==> src/rtl/cttm_pkg.sv <==
// cttm_pkg: shared types, codes and the tag colour table
// for the cluster/tag colour matcher; no dependencies
`timescale 1ns / 1ps
package cttm_pkg;

  localparam int POS_W        = 18;
  localparam int ID_W         = 10;
  localparam int TIME_W       = 32;
  localparam int TOL_W        = 17;
  localparam int CMD_W        = 2;
  localparam int RGB_W        = 24;
  localparam int CFG_IDX_W    = 2;
  localparam int CFG_DATA_W   = 32;
  localparam int DEF_TAG_SLOTS = 16;
  localparam int DEF_MAX_POINTS = 65536;

  localparam logic [CMD_W-1:0] CMD_POINT = 2'd0;
  localparam logic [CMD_W-1:0] CMD_TAG   = 2'd1;
  localparam logic [CMD_W-1:0] CMD_SWEEP = 2'd2;

  localparam logic [CFG_IDX_W-1:0] REG_TOLERANCE = 2'd0;
  localparam logic [CFG_IDX_W-1:0] REG_DECAY     = 2'd1;

  localparam logic [TOL_W-1:0]  TOL_RESET   = 17'd250;
  localparam logic [TIME_W-1:0] DECAY_RESET = 32'd2000;
  localparam logic [RGB_W-1:0]  WHITE_RGB   = 24'hFFFFFF;

  typedef struct packed {
    logic [CMD_W-1:0]         command;
    logic [ID_W-1:0]          tag_id;
    logic signed [POS_W-1:0]  pos_x;
    logic signed [POS_W-1:0]  pos_y;
    logic signed [POS_W-1:0]  pos_z;
    logic [TIME_W-1:0]        now_ms;
    logic                     last_point;
  } item_t;

  typedef struct packed {
    logic [TOL_W-1:0]  tolerance;
    logic [TIME_W-1:0] decay;
  } cfg_t;

  typedef enum logic [2:0] {
    ST_IDLE,
    ST_TAG_SCAN,
    ST_SWEEP,
    ST_DIV,
    ST_MATCH_MUL,
    ST_MATCH_ACC,
    ST_OUT
  } state_t;

  function automatic logic [RGB_W-1:0] colour_of(input logic [ID_W-1:0] id);
    logic [RGB_W-1:0] rgb;
    rgb = WHITE_RGB;
    unique case (id)
      10'd22:  rgb = 24'hFF0000;
      10'd77:  rgb = 24'hFF8000;
      10'd125: rgb = 24'hFFFF00;
      10'd191: rgb = 24'h80FF00;
      10'd209: rgb = 24'h00FF00;
      10'd255: rgb = 24'h00FF80;
      10'd357: rgb = 24'h00FFFF;
      10'd372: rgb = 24'h0080FF;
      10'd442: rgb = 24'h0000FF;
      10'd480: rgb = 24'h8000FF;
      10'd507: rgb = 24'hFF00FF;
      10'd573: rgb = 24'hFF0080;
      default: rgb = WHITE_RGB;
    endcase
    return rgb;
  endfunction

endpackage

==> src/rtl/cttm_queue.sv <==
// cttm_queue: two-entry word queue between the accepting front and the back end
// depends on cttm_pkg
`timescale 1ns / 1ps
module cttm_queue (
  input  logic           clk,
  input  logic           rst_n,
  input  logic           push,
  input  cttm_pkg::item_t push_item,
  output logic           full,
  output logic           pop_valid,
  output cttm_pkg::item_t pop_item,
  input  logic           pop
);
  import cttm_pkg::*;

  item_t      mem_r [2];
  logic       wr_ptr_r, wr_ptr_nxt;
  logic       rd_ptr_r, rd_ptr_nxt;
  logic [1:0] count_r, count_nxt;
  logic       do_push, do_pop;

  assign full      = (count_r == 2'd2);
  assign pop_valid = (count_r != 2'd0);
  assign pop_item  = mem_r[rd_ptr_r];
  assign do_push   = push && !full;
  assign do_pop    = pop && pop_valid;

  always_comb begin
    wr_ptr_nxt = do_push ? ~wr_ptr_r : wr_ptr_r;
    rd_ptr_nxt = do_pop ? ~rd_ptr_r : rd_ptr_r;
    count_nxt  = count_r + {1'b0, do_push} - {1'b0, do_pop};
  end

  always_ff @(posedge clk) begin
    if (!rst_n) begin
      wr_ptr_r <= 1'b0;
      rd_ptr_r <= 1'b0;
      count_r  <= 2'd0;
    end else begin
      wr_ptr_r <= wr_ptr_nxt;
      rd_ptr_r <= rd_ptr_nxt;
      count_r  <= count_nxt;
    end
  end

  always_ff @(posedge clk) begin
    if (do_push) begin
      mem_r[wr_ptr_r] <= push_item;
    end
  end

endmodule

==> config.mk <==
export PLATFORM = sky130hd
export DESIGN_NAME = cttm_queue
export DESIGN_NICKNAME = d
export VERILOG_FILES = /design/src/rtl/cttm_pkg.sv /design/src/rtl/cttm_queue.sv
export SDC_FILE = /design/constraint.sdc
export NUM_CORES = 1
export LEC_CHECK = 0
export BUFFER_PORTS_ARGS = -buffer_cell sky130_fd_sc_hd__buf_2
export CAP_MARGIN = 30
export CORE_MARGIN = 4
export CORE_UTILIZATION = 47
export CTS_CLUSTER_DIAMETER = 120
export DETAILED_ROUTE_END_ITERATION = 10
export PLACE_DENSITY = 0.79
export REMOVE_ABC_BUFFERS = 1
export SETUP_SLACK_MARGIN = 0.15
export SYNTH_ARGS = -nofsm -noshare
export SYNTH_HDL_FRONTEND = slang
export SYNTH_SLANG_ARGS = --single-unit
==> constraint.sdc <==
create_clock -name clk -period 17.4 [get_ports clk]
set_input_delay 3.48 -clock clk [delete_from_list [all_inputs] [get_ports clk]]
set_output_delay 3.48 -clock clk [all_outputs]
set_load 0.05 [all_outputs]
==> results_dict.tcl <==
set metrics [dict create \
    synth_area_mm2 0.00741 \
    synth_top_family_by_area "multiplexers" \
    fin_nets 658 \
    initial_core_util_pct 48.4 \
    post_drt_via_cell_ratio 4.89 \
    place_ws_ps 11770 \
    cts_root_buf "clkbuf_16" \
    ys_seq_area_share_pct 81.6 \
    port_buffers 203 \
    cts_max_level 1 \
    worst-path-buf-inv 2 \
    rsz0062_at_grt "no" \
    grt_start_max_net_pins 58 \
    p_leak_uw 0.00349 \
    worst_setup_path_end_kind "primary output" \
    clk_transition_reported_paths_ps 60 \
    grt_pass1_wl_um 20500 \
    cts_buffers 21 \
    drt_wl_total_um 13100 \
    worst_path_largest_cell_delay_ps 740 \
    gr-usage-all-layers_pct 14.3 \
    clk_latency_ps 480 \
    peakVddDrop_uv 115 \
    slew_headroom_pct 47.8 \
    grt_pass1_vias 4113 \
    ys_types 18 \
    slowest_stage "dfxtp_4" \
    p_per_area_mw_per_mm2 166 \
    ys.warnings.count 0 \
    die-height_um 134 \
    cts.sinks 203 \
    tightestPinTransition_ps 784 \
    rr_startpoint "count_r[0]" \
    min_path_cells 2 \
    dieArea_mm2 0.0178 \
    ant_nets 0 \
    final_cells 777 \
    yosys-mux-area-fraction_pct 15.7 \
    cts_setup_buffers 0 \
    finalSetupTns_ps 0 \
    crit_family "buffers and inverters" \
    gr-total-overflow 0 \
    hold_viol 0 \
    reg2reg_depth 5 \
    fmax_mhz 165 \
    synthXorXnorAreaFrac_pct 0.355 \
    cts.hold.buffers_added 0 \
    slew_violations 0 \
    ff2ff_setup_slack_ps 14970 \
    dp_cells 741 \
    insertedDiodeCount 0 \
    drive_gt1_share_pct 59.2 \
    cp_max_fo 56 \
    rows 45 \
    drcViolationCount 0 \
    drv_cap 0 \
    drtIter0Drc 156 \
    final_common_cell "buf_2" \
    synth_compound_area_share_pct 0.101 \
    die_w_um 134 \
    first_pass_iters 4 \
    fin_ws_ps 11330 \
    cts.path.max_buffers 3 \
    hp-class "flop to flop" \
    crit_required_ps 13920 \
    setup_viol 0 \
    cp.arrival_ps 2590 \
    syn_to_final_growth_pct 25.0 \
    status "completed" \
    fin_util_pct 60.4 \
    synthCells 334 \
    synthAdderAreaFrac_pct 0.338 \
    clock_skew_ps 8.87 \
    layout_common_cells "buf_2, edfxtp_1, mux2_2, clkbuf_16, mux2_4" \
    syn_area_per_cell_um2 22.2 \
    antenna_found_initial 2 \
    cts_resized 0 \
    num_io_pins 204 \
    fin_crit_ps 6070 \
    critPathKind "flop to primary output" \
    min_from "rd_ptr_r" \
    core-area_mm2 0.0153 \
    synth-simple-area-share_pct 0.726 \
    r2r_end "mem_r[0][49]" \
    period_share_pct 34.9 \
    wl_per_cell_um 16.9 \
    cts_tree "done" \
    startpoint_type "flop" \
    hpwl_um 8700 \
    place.gp.congestion 0.730 \
    ys_ff_latch 203 \
    vias 3798 \
    crit_chain "buf_4 -> mux2_2 -> buf_2" \
]
[stage by stage]
step           total power [uW]  hold WS (ps)  instance area (um^2)
3_5_place_dp               1170           513                  8660
4_1_cts                    1560           535                  9260
3_3_place_gp               1160           493                  8660
6_report                   1540           530                  9260
5_1_grt                    1600           569                  9260
2_1_floorplan              1060           455                  7330
[where the power goes]
group	leakage, uW	switching [uW]	total [uW]	internal [uW]
clock	0.000292	165	388	223
sequential	0.00189	27.9	643	615
combinational	0.00130	367	509	142
total	0.00349	560	1540	980
[cells by family (layout without fill, tap and decap cells)]
| group | count (synthesis) | count (layout) |
|---|---|---|
| flops | 203 | 203 |
| mux | 100 | 100 |
| buf+inv | 14 | 246 |
| simple gates | 11 | 11 |
| xor+xnor | 3 | 3 |
| fa+ha+maj | 2 | 2 |
| compound gates | 1 | 1 |
[metal layers]
metal  vias up  GRT usage (%)  part of all wire (%)
li1       1756              -                     -
met1      1878           17.1                    40
met2       134           25.2                    51
met3        26           4.08                   7.1
met4         4           4.23                   1.9
met5         -              0                  0.21
[flip-flops by register name (all words and copies together) (netlist names), named ones only]
| signal | flops |
|---|---|
| rd_ptr_r | 1 |
| mem_r | 198 |
| wr_ptr_r | 1 |
| count_r | 2 |
[tightest hold or removal path: cells and delay by family, from the launching register on]
| kind | cells | cell delay, ps |
|---|---|---|
| flip-flops | 1 | 330 |
| XOR/XNOR | 1 | 90 |
| AND/OR/NAND/NOR | 1 | 80 |
[cell usage after synthesis]
cell      number  area share [%]
mux2_4        10             2.0
buf_2          8            0.54
edfxtp_1     198              80
o21a_1         1            0.10
xnor2_1        2            0.24
or2_2          1           0.085
and3_1         1           0.085
dfxtp_1        5             1.4
ha_1           2            0.34
and2_1         1           0.085
buf_6          3            0.46
nand2_1        2            0.10
xor2_1         1            0.12
nor2_1         4            0.20
mux2i_1        1            0.14
inv_1          3            0.15
mux2_2        89              14
nand2b_1       2            0.17
[area by class of cell]
class                      count  area, um^2
multi-input combinational    117        1290
clock buffer                  27         548
sequential                   203        6050
inverter                       3        11.3
timing repair buffer         207        1050
fill                        1151        6060
clock inverter                 9        48.8
tap                          211         264
[worst max-delay path by stage]
stage / end / slack (ps) / depth (start not counted) / startpoint
after detailed placement: pop_item[14] / 11770 / 3 / flop
after global placement: pop_item[28] / 11810 / 3 / flop
final: pop_item[14] / 11330 / 3 / flop
after CTS: pop_item[14] / 11260 / 3 / flop
after global routing: pop_item[80] / 11180 / 3 / flop
after floorplan: mem_r[0][0] / 9150 / 2 / push
(Power assumes the default switching activity.)
